--- src/rtl/core/bte_pkg.sv ---
`default_nettype none

package bte_pkg;

  // Code that marks a missing time source or time format
  localparam logic [3:0] NONE_CODE = 4'hF;

  // Cycles from an accepted request to its result strobe
  localparam int unsigned LATENCY = 9;

  // Reciprocal of 400 scaled by 2^24, rounded down
  localparam logic [15:0] RECIP_400   = 16'd41943;
  localparam int unsigned RECIP_SHIFT = 24;

  // Days in a 400-year Gregorian cycle
  localparam logic [17:0] DAYS_PER_ERA = 18'd146097;

  // Days from 0000-03-01 to 1970-01-01 plus one shifted era plus one (day is 1-based)
  localparam logic [24:0] EPOCH_BIAS = 25'd865566;

  localparam logic [29:0] NS_PER_SEC = 30'd1000000000;
  localparam logic [19:0] NS_PER_MS  = 20'd1000000;
  localparam logic [16:0] SEC_PER_DAY = 17'd86400;

  // Split point of the seconds count for the nanosecond products
  localparam int unsigned SECS_W  = 42;
  localparam int unsigned SPLIT_W = 21;

  // Decoded request after the digit stages
  typedef struct packed {
    logic        valid;
    logic        invalid;
    logic        dmode;     // 1: year/month/day
    logic [14:0] ya;        // shifted year, 400 above the March-based year
    logic [8:0]  mdoy;      // days from March 1 to the month start
    logic [10:0] day_val;   // date mode: day of month, else day count from Jan 1
    logic [19:0] tod;       // seconds within the day
    logic [10:0] ms;        // milliseconds
  } bte_dec_t;

  // Request after the day count stages
  typedef struct packed {
    logic               valid;
    logic               invalid;
    logic               dmode;
    logic signed [24:0] days;
    logic [19:0]        tod;
    logic [10:0]        ms;
  } bte_days_t;

  // Days from March 1 to the first day of month m (1..12), March-based year
  function automatic logic [8:0] month_offset(input logic [3:0] m);
    logic [8:0] off;
    unique case (m)
      4'd3:    off = 9'd0;
      4'd4:    off = 9'd31;
      4'd5:    off = 9'd61;
      4'd6:    off = 9'd92;
      4'd7:    off = 9'd122;
      4'd8:    off = 9'd153;
      4'd9:    off = 9'd184;
      4'd10:   off = 9'd214;
      4'd11:   off = 9'd245;
      4'd12:   off = 9'd275;
      4'd1:    off = 9'd306;
      4'd2:    off = 9'd337;
      default: off = 9'd0;
    endcase
    return off;
  endfunction

endpackage

`default_nettype wire

--- src/rtl/core/bte_decode.sv ---
`default_nettype none

module bte_decode (
  input  wire logic              clk_i,
  input  wire logic              rst_ni,
  input  wire logic              accept_i,
  input  wire logic [3:0]        time_source_i,
  input  wire logic [3:0]        time_format_i,
  input  wire logic              date_format_i,
  input  wire logic [15:0]       year_bcd_i,
  input  wire logic [7:0]        month_bcd_i,
  input  wire logic [11:0]       day_bcd_i,
  input  wire logic [7:0]        hour_bcd_i,
  input  wire logic [7:0]        minute_bcd_i,
  input  wire logic [7:0]        second_bcd_i,
  input  wire logic [7:0]        fraction_bcd_i,
  output bte_pkg::bte_dec_t      dec_o
);
  import bte_pkg::*;

  // Stage 1 registers: weighted digits
  logic        s1_valid_q, s1_valid_d;
  logic        s1_invalid_q, s1_invalid_d;
  logic        s1_dmode_q, s1_dmode_d;
  logic [14:0] s1_year_q, s1_year_d;
  logic [7:0]  s1_mon_q, s1_mon_d;
  logic [10:0] s1_day_q, s1_day_d;
  logic [7:0]  s1_hour_q, s1_hour_d;
  logic [7:0]  s1_min_q, s1_min_d;
  logic [7:0]  s1_sec_q, s1_sec_d;
  logic [10:0] s1_ms_q, s1_ms_d;

  // Stage 2
  bte_dec_t    s2_q, s2_d;

  logic [7:0]  mon_t;
  logic [15:0] mon_prod;
  logic [4:0]  mon_carry;
  logic [7:0]  mon_norm;
  logic [3:0]  mon_m;
  logic        mon_early;

  // Weight each nibble by its decimal place, no digit check
  always_comb begin
    s1_valid_d   = accept_i;
    s1_invalid_d = (time_source_i == NONE_CODE) || (time_format_i == NONE_CODE);
    s1_dmode_d   = date_format_i;
    s1_year_d    = 15'(15'(year_bcd_i[15:12]) * 15'd1000)
                 + 15'(15'(year_bcd_i[11:8]) * 15'd100)
                 + 15'(15'(year_bcd_i[7:4]) * 15'd10)
                 + 15'(year_bcd_i[3:0]);
    s1_mon_d     = 8'(8'(month_bcd_i[7:4]) * 8'd10) + 8'(month_bcd_i[3:0]);
    if (date_format_i) begin
      s1_day_d = 11'(11'(day_bcd_i[7:4]) * 11'd10) + 11'(day_bcd_i[3:0]);
    end else begin
      s1_day_d = 11'(11'(day_bcd_i[11:8]) * 11'd100)
               + 11'(11'(day_bcd_i[7:4]) * 11'd10)
               + 11'(day_bcd_i[3:0]);
    end
    s1_hour_d = 8'(8'(hour_bcd_i[7:4]) * 8'd10) + 8'(hour_bcd_i[3:0]);
    s1_min_d  = 8'(8'(minute_bcd_i[7:4]) * 8'd10) + 8'(minute_bcd_i[3:0]);
    s1_sec_d  = 8'(8'(second_bcd_i[7:4]) * 8'd10) + 8'(second_bcd_i[3:0]);
    s1_ms_d   = 11'(11'(fraction_bcd_i[7:4]) * 11'd100)
              + 11'(11'(fraction_bcd_i[3:0]) * 11'd10);
  end

  // Fold month overflow into years, shift to a March-based year, sum time of day
  always_comb begin
    // carry count plus one: floor((month + 11) / 12) by reciprocal
    mon_t     = s1_mon_q + 8'd11;
    mon_prod  = 16'(mon_t) * 16'd171;
    mon_carry = mon_prod[15:11];
    mon_norm  = s1_mon_q + 8'd12 - 8'(8'(mon_carry) * 8'd12);
    mon_m     = mon_norm[3:0];
    mon_early = (mon_m <= 4'd2);

    s2_d.valid   = s1_valid_q;
    s2_d.invalid = s1_invalid_q;
    s2_d.dmode   = s1_dmode_q;
    s2_d.ya      = s1_year_q + 15'(mon_carry) + 15'd399 - 15'(mon_early);
    s2_d.mdoy    = month_offset(mon_m);
    if (s1_dmode_q) begin
      s2_d.day_val = s1_day_q;
    end else if (s1_day_q == 11'd0) begin
      s2_d.day_val = 11'd0;
    end else begin
      s2_d.day_val = s1_day_q - 11'd1;
    end
    s2_d.tod = 20'(20'(s1_hour_q) * 20'd3600) + 20'(20'(s1_min_q) * 20'd60)
             + 20'(s1_sec_q);
    s2_d.ms  = s1_ms_q;
  end

  // Valid bits and stage 2
  always_ff @(posedge clk_i or negedge rst_ni) begin
    if (!rst_ni) begin
      s1_valid_q <= 1'b0;
      s2_q       <= '0;
    end else begin
      s1_valid_q <= s1_valid_d;
      s2_q       <= s2_d;
    end
  end

  // Payload
  always_ff @(posedge clk_i) begin
    s1_invalid_q <= s1_invalid_d;
    s1_dmode_q   <= s1_dmode_d;
    s1_year_q    <= s1_year_d;
    s1_mon_q     <= s1_mon_d;
    s1_day_q     <= s1_day_d;
    s1_hour_q    <= s1_hour_d;
    s1_min_q     <= s1_min_d;
    s1_sec_q     <= s1_sec_d;
    s1_ms_q      <= s1_ms_d;
  end

  assign dec_o = s2_q;

endmodule

`default_nettype wire

--- src/rtl/core/bte_days.sv ---
`default_nettype none

module bte_days (
  input  wire logic          clk_i,
  input  wire logic          rst_ni,
  input  wire bte_pkg::bte_dec_t dec_i,
  output bte_pkg::bte_days_t days_o
);
  import bte_pkg::*;

  // Stage 3: era estimate
  bte_dec_t    s3_q;
  logic [5:0]  s3_qest_q, s3_qest_d;
  logic [30:0] est_prod;

  // Stage 4: corrected era and year of era
  bte_dec_t    s4_q;
  logic [5:0]  s4_era_q, s4_era_d;
  logic [8:0]  s4_yoe_q, s4_yoe_d;
  logic [14:0] rem_raw;

  // Stage 5: day of era and era base
  bte_dec_t    s5_q;
  logic [17:0] s5_doe_q, s5_doe_d;
  logic [22:0] s5_base_q, s5_base_d;
  logic [1:0]  cent;

  // Stage 6: day count
  bte_days_t   s6_q, s6_d;
  logic signed [24:0] date_days;

  // Estimate ya / 400 with a reciprocal, low by at most one
  always_comb begin
    est_prod  = 31'(dec_i.ya) * 31'(RECIP_400);
    s3_qest_d = est_prod[RECIP_SHIFT +: 6];
  end

  // Correct the estimate with one compare and subtract
  always_comb begin
    rem_raw = s3_q.ya - 15'(15'(s3_qest_q) * 15'd400);
    if (rem_raw >= 15'd400) begin
      s4_era_d = s3_qest_q + 6'd1;
      s4_yoe_d = 9'(rem_raw - 15'd400);
    end else begin
      s4_era_d = s3_qest_q;
      s4_yoe_d = 9'(rem_raw);
    end
  end

  // Day of era: yoe*365 + yoe/4 - yoe/100 + month offset
  always_comb begin
    priority if (s4_yoe_q >= 9'd300) begin
      cent = 2'd3;
    end else if (s4_yoe_q >= 9'd200) begin
      cent = 2'd2;
    end else if (s4_yoe_q >= 9'd100) begin
      cent = 2'd1;
    end else begin
      cent = 2'd0;
    end
    s5_doe_d  = 18'(18'(s4_yoe_q) * 18'd365) + 18'(s4_yoe_q[8:2]) - 18'(cent)
              + 18'(s4_q.mdoy);
    s5_base_d = 23'(23'(s4_era_q) * 23'(DAYS_PER_ERA));
  end

  // Days from the epoch in date mode, else the day count from Jan 1
  always_comb begin
    date_days = $signed(25'(s5_base_q)) + $signed(25'(s5_doe_q))
              + $signed(25'(s5_q.day_val)) - $signed(EPOCH_BIAS);
    s6_d.valid   = s5_q.valid;
    s6_d.invalid = s5_q.invalid;
    s6_d.dmode   = s5_q.dmode;
    s6_d.days    = s5_q.dmode ? date_days : $signed(25'(s5_q.day_val));
    s6_d.tod     = s5_q.tod;
    s6_d.ms      = s5_q.ms;
  end

  // Valid bits with the request they carry
  always_ff @(posedge clk_i or negedge rst_ni) begin
    if (!rst_ni) begin
      s3_q <= '0;
      s4_q <= '0;
      s5_q <= '0;
      s6_q <= '0;
    end else begin
      s3_q <= dec_i;
      s4_q <= s3_q;
      s5_q <= s4_q;
      s6_q <= s6_d;
    end
  end

  // Payload
  always_ff @(posedge clk_i) begin
    s3_qest_q    <= s3_qest_d;
    s4_era_q     <= s4_era_d;
    s4_yoe_q     <= s4_yoe_d;
    s5_doe_q     <= s5_doe_d;
    s5_base_q    <= s5_base_d;
  end

  assign days_o = s6_q;

endmodule

`default_nettype wire

--- src/rtl/core/bte_scale.sv ---
`default_nettype none

module bte_scale (
  input  wire logic           clk_i,
  input  wire logic           rst_ni,
  input  wire bte_pkg::bte_days_t days_i,
  output logic                valid_o,
  output logic                status_o,
  output logic [63:0]         epoch_nanoseconds_o,
  output logic                day_of_year_mode_o
);
  import bte_pkg::*;

  // Stage 7: seconds count
  logic                      s7_valid_q;
  logic                      s7_invalid_q;
  logic                      s7_dmode_q;
  logic signed [SECS_W-1:0]  s7_secs_q, s7_secs_d;
  logic [10:0]               s7_ms_q;

  // Stage 8: partial products
  logic                      s8_valid_q;
  logic                      s8_invalid_q;
  logic                      s8_dmode_q;
  logic [50:0]               s8_plo_q, s8_plo_d;
  logic signed [51:0]        s8_phi_q, s8_phi_d;
  logic [30:0]               s8_msns_q, s8_msns_d;

  // Stage 9: result
  logic                      s9_valid_q;
  logic                      s9_status_q, s9_status_d;
  logic                      s9_dmode_q, s9_dmode_d;
  logic [63:0]               s9_ns_q, s9_ns_d;
  logic [63:0]               phi_ext;

  // Scale days to seconds and add the time of day
  always_comb begin
    s7_secs_d = SECS_W'($signed(days_i.days)) * $signed(SECS_W'(SEC_PER_DAY))
              + $signed(SECS_W'(days_i.tod));
  end

  // Split the seconds count to keep each product narrow
  always_comb begin
    s8_plo_d  = 51'(s7_secs_q[SPLIT_W-1:0]) * 51'(NS_PER_SEC);
    s8_phi_d  = 52'($signed(s7_secs_q[SECS_W-1:SPLIT_W])) * $signed(52'(NS_PER_SEC));
    s8_msns_d = 31'(s7_ms_q) * 31'(NS_PER_MS);
  end

  // Recombine modulo 2^64; drop to zero on an invalid request
  always_comb begin
    phi_ext     = 64'($signed(s8_phi_q));
    s9_status_d = s8_invalid_q;
    s9_dmode_d  = !s8_invalid_q && !s8_dmode_q;
    if (s8_invalid_q) begin
      s9_ns_d = 64'd0;
    end else begin
      s9_ns_d = (phi_ext << SPLIT_W) + 64'(s8_plo_q) + 64'(s8_msns_q);
    end
  end

  // Valid bits
  always_ff @(posedge clk_i or negedge rst_ni) begin
    if (!rst_ni) begin
      s7_valid_q <= 1'b0;
      s8_valid_q <= 1'b0;
      s9_valid_q <= 1'b0;
    end else begin
      s7_valid_q <= days_i.valid;
      s8_valid_q <= s7_valid_q;
      s9_valid_q <= s8_valid_q;
    end
  end

  // Payload
  always_ff @(posedge clk_i) begin
    s7_invalid_q <= days_i.invalid;
    s7_dmode_q   <= days_i.dmode;
    s7_secs_q    <= s7_secs_d;
    s7_ms_q      <= days_i.ms;
    s8_invalid_q <= s7_invalid_q;
    s8_dmode_q   <= s7_dmode_q;
    s8_plo_q     <= s8_plo_d;
    s8_phi_q     <= s8_phi_d;
    s8_msns_q    <= s8_msns_d;
    s9_status_q  <= s9_status_d;
    s9_dmode_q   <= s9_dmode_d;
    s9_ns_q      <= s9_ns_d;
  end

  assign valid_o             = s9_valid_q;
  assign status_o            = s9_status_q;
  assign epoch_nanoseconds_o = s9_ns_q;
  assign day_of_year_mode_o  = s9_dmode_q;

endmodule

`default_nettype wire

--- src/rtl/core/bcd_time_to_epoch_ns.sv ---
// Each accepted request yields a one-cycle valid_o strobe.
// Throughput: one request per cycle while busy is low; nine fully pipelined
// stages, with the nanosecond scaling split into two half-width products.
// Reset: asynchronous, active low; clears all stage valid bits. busy is high
// during reset and in the first cycle after it, then stays low.
// The receiver cannot stall; results leave on the strobe cycle.
`default_nettype none

module bcd_time_to_epoch_ns (
  input  wire logic        clk_i,
  input  wire logic        rst_ni,
  input  wire logic        start,
  output logic             busy,
  input  wire logic [3:0]  time_source_i,
  input  wire logic [3:0]  time_format_i,
  input  wire logic        date_format_i,
  input  wire logic [15:0] year_bcd_i,
  input  wire logic [7:0]  month_bcd_i,
  input  wire logic [11:0] day_bcd_i,
  input  wire logic [7:0]  hour_bcd_i,
  input  wire logic [7:0]  minute_bcd_i,
  input  wire logic [7:0]  second_bcd_i,
  input  wire logic [7:0]  fraction_bcd_i,
  output logic             valid_o,
  output logic             status_o,
  output logic [63:0]      epoch_nanoseconds_o,
  output logic             day_of_year_mode_o
);
  import bte_pkg::*;

  logic      busy_q, busy_d;
  logic      accept;
  bte_dec_t  dec;
  bte_days_t days;

  // Hold requests off until reset has settled
  assign busy_d = 1'b0;

  always_ff @(posedge clk_i or negedge rst_ni) begin
    if (!rst_ni) begin
      busy_q <= 1'b1;
    end else begin
      busy_q <= busy_d;
    end
  end

  assign busy   = busy_q;
  assign accept = start && !busy_q;

  bte_decode u_decode (
    .clk_i          (clk_i),
    .rst_ni         (rst_ni),
    .accept_i       (accept),
    .time_source_i  (time_source_i),
    .time_format_i  (time_format_i),
    .date_format_i  (date_format_i),
    .year_bcd_i     (year_bcd_i),
    .month_bcd_i    (month_bcd_i),
    .day_bcd_i      (day_bcd_i),
    .hour_bcd_i     (hour_bcd_i),
    .minute_bcd_i   (minute_bcd_i),
    .second_bcd_i   (second_bcd_i),
    .fraction_bcd_i (fraction_bcd_i),
    .dec_o          (dec)
  );

  bte_days u_days (
    .clk_i  (clk_i),
    .rst_ni (rst_ni),
    .dec_i  (dec),
    .days_o (days)
  );

  bte_scale u_scale (
    .clk_i               (clk_i),
    .rst_ni              (rst_ni),
    .days_i              (days),
    .valid_o             (valid_o),
    .status_o            (status_o),
    .epoch_nanoseconds_o (epoch_nanoseconds_o),
    .day_of_year_mode_o  (day_of_year_mode_o)
  );

endmodule

`default_nettype wire

--- config.mk ---
export PLATFORM = sky130hd
export DESIGN_NAME = bcd_time_to_epoch_ns
export DESIGN_NICKNAME = d
export VERILOG_FILES = /design/src/rtl/core/bte_pkg.sv /design/src/rtl/core/bte_decode.sv /design/src/rtl/core/bte_days.sv /design/src/rtl/core/bte_scale.sv /design/src/rtl/core/bcd_time_to_epoch_ns.sv
export SDC_FILE = /design/constraint.sdc
export NUM_CORES = 2
export LEC_CHECK = 0
export BUFFER_PORTS_ARGS = -buffer_cell sky130_fd_sc_hd__buf_4
export CAP_MARGIN = 5
export CORE_MARGIN = 1.5
export CORE_UTILIZATION = 65
export CTS_CLUSTER_DIAMETER = 30
export CTS_CLUSTER_SIZE = 40
export DETAILED_ROUTE_END_ITERATION = 12
export GPL_ROUTABILITY_DRIVEN = 0
export HOLD_SLACK_MARGIN = 0.06
export PLACE_DENSITY = 0.79
export SETUP_SLACK_MARGIN = 0.2
export SLEW_MARGIN = 40
export SYNTH_ARGS = -nofsm -noshare
export SYNTH_HDL_FRONTEND = slang
export SYNTH_SLANG_ARGS = --single-unit
--- constraint.sdc ---
create_clock -name clk_i -period 13.4 [get_ports clk_i]
set_input_delay 1.34 -clock clk_i [delete_from_list [all_inputs] [get_ports clk_i]]
set_output_delay 1.34 -clock clk_i [all_outputs]
set_load 0.05 [all_outputs]
Yosys cells after proc, flatten, opt, wreduce, memory -nomap -nowiden
Memories as Yosys holds them, arrays and structs flattened. A register that Yosys moved wholly into a read port is not among the register bits.
Cells that the tools add are included.

cells by class
  $add $sub $neg = 32
  multiply operators = 23
  magnitude comparators = 5
  equal/unequal tests = 2
  multiplexer cells = 9
  reduce and logical (&&, ||, !) cells = 8

operators by type and width
  operator                number
  $add 64x31->64          1
  $add 64x51->64          1
  $mul 4x3->7 const B     7
  $add 42x21->42          1
  $mul 21x21->42 const B  1
  $mul 25x11->35 const B  1
  $mul 21x22->34 const B  1
  $mux 11                 3
  $add 8x4->8             4
  $mul 8x8->16 const B    2
  $mul 15x16->30 const B  1
  $mul 4x5->9 const B     3
  $add 25x12->25          1
  $mul 11x14->25 const B  1
  $mux 25                 1
  $sub 25x21->25 const B  1
  $add 23x18->24          1
  $mul 6x18->23 const B   1
  $add 11x8->11           2
  $add 20x14->20          1
  $add 20x8->20           1
  $add 18x7->18           1
  $add 18x9->18           1
  $mul 9x9->18 const B    1
  34 further kinds        40

storage, ports and cells
  register bits = 649
  memory bits (read-only) = 144
  bits of input ports = 80
  output and inout bits = 68
  logic and storage cells = 145
  memories = 1

memory list
  name             words  bits a word  read ports  clocked after memory_dff  wr ports  line           text
  (no name shown)  16     9            1           1                         0         bte_pkg.sv:54  unique case (m)

Logic depth before layout (Yosys ltp)
  depth after elaboration = 6
  gate-level depth with buffers = 39
  depth with buffers taken out = 39

Cells and area by module
Synthesis repeated with hierarchy kept, for this count alone.

unflattened totals
  cells, all modules = 6033
  area total of the unflattened synthesis = 62502.4 um^2

modules (own cells, without submodules)
  module                times used  cells an instance  area each (um^2)  sequential area each (um^2)
  bte_scale             1           3305               32195.9           4439.3
  bte_days              1           1524               18056.1           6921.6
  bte_decode            1           1201               12206.7           3128.0
  bcd_time_to_epoch_ns  1           3                  43.8              26.3

Worst setup path after synthesis
OpenSTA, ideal clock, no wires.

  kind = register to register
  start = reg u_decode.s1_mon_q[1]
  end = reg u_decode.s2_q, in the netlist u_decode.dec_o[64]
  setup time = 80 ps
  arrival = 7784 ps
  data required time = 13320 ps
  slack = 5536 ps
  stages on the path, launching flop included = 40
  path buffers = 0
  period minus slack after synthesis = 7864 ps
  path through = dfxtp_1 -> inv_1 -> a21oi_1 -> xnor2_1 -> nand2_1 -> inv_1 -> or2_2 -> inv_1 -> fa_1 -> inv_1 -> fa_1 -> fa_1 -> inv_1 -> ha_1 -> nand3_1 -> o2111ai_1 -> a21o_1 -> xor2_1 -> (+4 left out) -> xnor2_1 -> xnor2_1 -> xnor2_1 -> nand2b_1 -> fa_1 -> ha_1 -> ha_1 -> a21o_1 -> a21oi_1 -> o31ai_1 -> a221oi_1 -> o21bai_1 -> a21oi_1 -> o221ai_1 -> a21oi_1 -> nor2_1 -> nor2_1 -> xnor2_1

RTL lines
  item                    line               text
  from (decl)             bte_decode.sv:26   logic [7:0] s1_mon_q, s1_mon_d;
  from (signal assigned)  bte_decode.sv:110  s1_mon_q <= s1_mon_d;
  to (signal assigned)    bte_decode.sv:98   s2_q <= '0;
  to (signal assigned)    bte_decode.sv:101  s2_q <= s2_d;
  to (decl)               bte_decode.sv:34   bte_dec_t s2_q, s2_d;

==> metrics.md <==
| Metric | Value |
|---|---|
| Via Count | 40747 |
| Synth Instances | ~5900 |
| Die area | 96500 um2 |
| Post-route ant nets | 0 |
| Area grow syn2layout | 11.6% |
| Largest net degree at the start of global routing | between 150 and 200 |
| Post-synth top cells | inv_1, ha_1, fa_1, dfxtp_1, xnor2_1 |
| Htree depth | 4 |
| Synth cell types | a little over 90 |
| DR vias/cell | about 5.4 |
| Drt first-iter violations | between 1500 and 2000 |
| Async S/R FF share, synth | a little under half |
| Layout cells sized above 1 | under 10% |
| Mean Syn Cell Area | 10.4 um2 |
| Startpoint Class | flop |
| Min Tclk post-route | 9.13 ns |
| Worst Hold Class | flop to flop |
| Worst-skew pair later-pin latency | around 0.74 ns |
| PortBufs | 140 |
| Pre-antenna DRT Iters | 5 |
| Die Height | 311 um |
| Status | finished clean |
| Crit path DAT | 9.77 ns |
| Die W | slightly above 300 um |
| FF-to-FF setup slack | 4.27 ns |
| Highest clock rate | between 100 and 150 MHz |
| FILL cells | around 6300 |
| Relative slew slack | 48.4% |
| Placed Area | 64000 um2 |
| Design Area, Final | between 60000 and 70000 um2 |
| Rows | 112 |
| Clock Sinks | 643 |
| Worst Path Class, Setup | flop to flop |
| Core region area | between 90000 and 100000 um2 |
| Initial antenna violation count | 0 |
| Least-Margin Pin Slew | 0.773 ns |
| Dpl hpwl | 98300 um |
| Max Cap Viol | 0 |
| Worst endpoint required time | 14.04 ns |
| Leading area contributor after synthesis | ha_1 |
| Num CTS Buffers | 135 |
| Max clock buf depth | 3 |
| Root Buffer | clkbuf_16 |
| Post-synthesis sequential area ratio | between 20% and 30% |
| WL final | around 120000 um |
| Worst path slowest cell | fa_1 |
| Fin nets | a little over 8000 |
| RSZ-0062 raised after global routing | false |
| Crit Path Max Fanout | 14 |
| Initial Util | about 66% |
| DRC | 0 |
| First-pass GRT wire length | 207000 um |
| Layout Skew | between 0.02 and 0.03 ns |
| Seq cells post-synth | 643 |
| GR Util met1 | 28.6% |
| M3 GR Usage | 3.65% |
| CTS tree | built |
| Final Hold Fails | 0 |
| TNS Setup | 0 ns |
| Mapped Area | 61500 um2 |
| Share of the synthesized area in the top cell type | between 20% and 30% |
| Ys Warns | 0 |
| Critical Path Max Stage Delay | around 0.55 ns |
| Routing usage on met2 | 50.2% |
| Setup violators final | 0 |
| Antenna diodes | 0 |
| GR peak layer | met2 |
| Synth Flop Type | dfxtp_1 |
| Clk slew on worst S/H paths | roughly 0.050 ns |
| Resized cells post-CTS | 0 |
| CTS Hold Bufs | 0 |
| Most frequent CP cell | inv_1 |
| Ports | ~150 |
| Period utilisation layout | just under 70% |
| Count leader, synth | inv_1 |
| Vias in the first global route | ~45000 |
| WL/cell | between 15 and 20 um |
| Grt total ovfl | 0 |
| Crit path capture type | flop |
| Storage cell area | roughly 14000 um2 |
| # Post-CTS Setup Buffers | 0 |
| Area contributors post-synth | ha_1, fa_1, dfrtp_1, dfxtp_1, inv_1 |
| EDFF count, synth | 0 |
| Multi-input logic area | between 40000 and 50000 um2 |
| Max-slew violations | 0 |
| GRT Overall Usage | 26.2% |
==> path summary, 6_finish.rpt <==
| check | from | endpoint | cells after the start |
|---|---|---|---|
| worst max register to register | u_decode.s1_mon_q[1] | u_decode.dec_o[64] | 39 |
| worst min-delay path | u_decode.s1_invalid_q | u_decode.dec_o[67] | 0 |
| worst max-delay path | u_decode.s1_mon_q[1] | u_decode.dec_o[64] | 39 |
| max in group asynchronous | rst_ni | u_days.s5_q[66] | 4 |
| min in group asynchronous | rst_ni | u_days.s4_q[3] | 1 |
| worst min register to register | u_decode.s1_invalid_q | u_decode.dec_o[67] | 0 |
==> per-stage QoR <==
step	util [%]	hold slack (ns)	instances	worst slack, ns
global route	73.4	0.332	7507	3.45
CTS	73.3	0.327	7506	4.14
finish	73.4	0.325	7507	4.27
detailed placement	68.4	0.320	7260	4.27
floorplan	-	0.310	5901	5.54
global placement	68.3	0.318	7258	4.61
==> cell type report <==
| cell class | instances | share of cell area [%] |
|---|---|---|
| Multi-Input combinational cell | 3951 | 61.4 |
| Sequential cell | 643 | 20.9 |
| Inverter | 1266 | 6.92 |
| Clock buffer | 161 | 5.27 |
| Tap cell | 1254 | 2.28 |
| Timing Repair Buffer | 147 | 1.70 |
| Clock inverter | 85 | 1.51 |
==> worst max-delay path: cells and delay by family, from the launching register on <==
kind / cells / cell delay (ns)
flip-flops: 1 / 0.52
adder cells (fa/ha/maj): 9 / 3.07
XOR/XNOR: 6 / 1.26
AND/OR/NAND/NOR: 7 / 1.06
AO/OA/AOI/OAI: 11 / 2.44
buffers and inverters: 6 / 0.67
==> flip-flops by register name, summed over array words and instances (netlist names), 34 cells and up <==
name,count
u_scale.epoch_nanoseconds_o,57
u_scale.s8_phi_q,34
u_days.s5_q,44
u_scale.s8_plo_q,42
u_decode.dec_o,68
u_days.days_o,58
u_scale.s7_secs_q,42
u_days.s3_q,68
u_days.s4_q,53
==> cells by family after synthesis <==
| logic type | synth area share (%) |
|---|---|
| compound gates | 8.68 |
| xor+xnor | 5.91 |
| fa+ha+maj | 47.5 |
| buf+inv | 8.15 |
| flops | 23.3 |
| mux | 0.354 |
| other cells | 0.00610 |
| simple gates | 6.07 |
==> metal layers <==
layer,up-vias,part of all wire (%)
li1,19699,-
met1,19931,38
met2,791,54
met3,326,3.4
met4,0,3.9
met5,-,0
==> cells in the final DEF (no fill, tap or decap), types with 26 or more instances in the layout <==
cell	n
a211oi_1	26
a21o_1	113
a21oi_1	267
and2_1	33
and3_1	28
buf_4	142
clkbuf_16	137
dfrtp_1	294
dfxtp_1	346
fa_1	679
ha_1	1249
inv_1	1266
nand2_1	142
nand2b_1	28
nand3_1	56
nand4_1	29
nor2_1	220
nor2b_1	58
nor3_1	58
o21a_1	42
o21ai_0	157
o21bai_1	60
xnor2_1	303
xor2_1	111
Power is not shown: default switching activity piles up to over one toggle a cycle in this logic, so the estimate is an artifact.
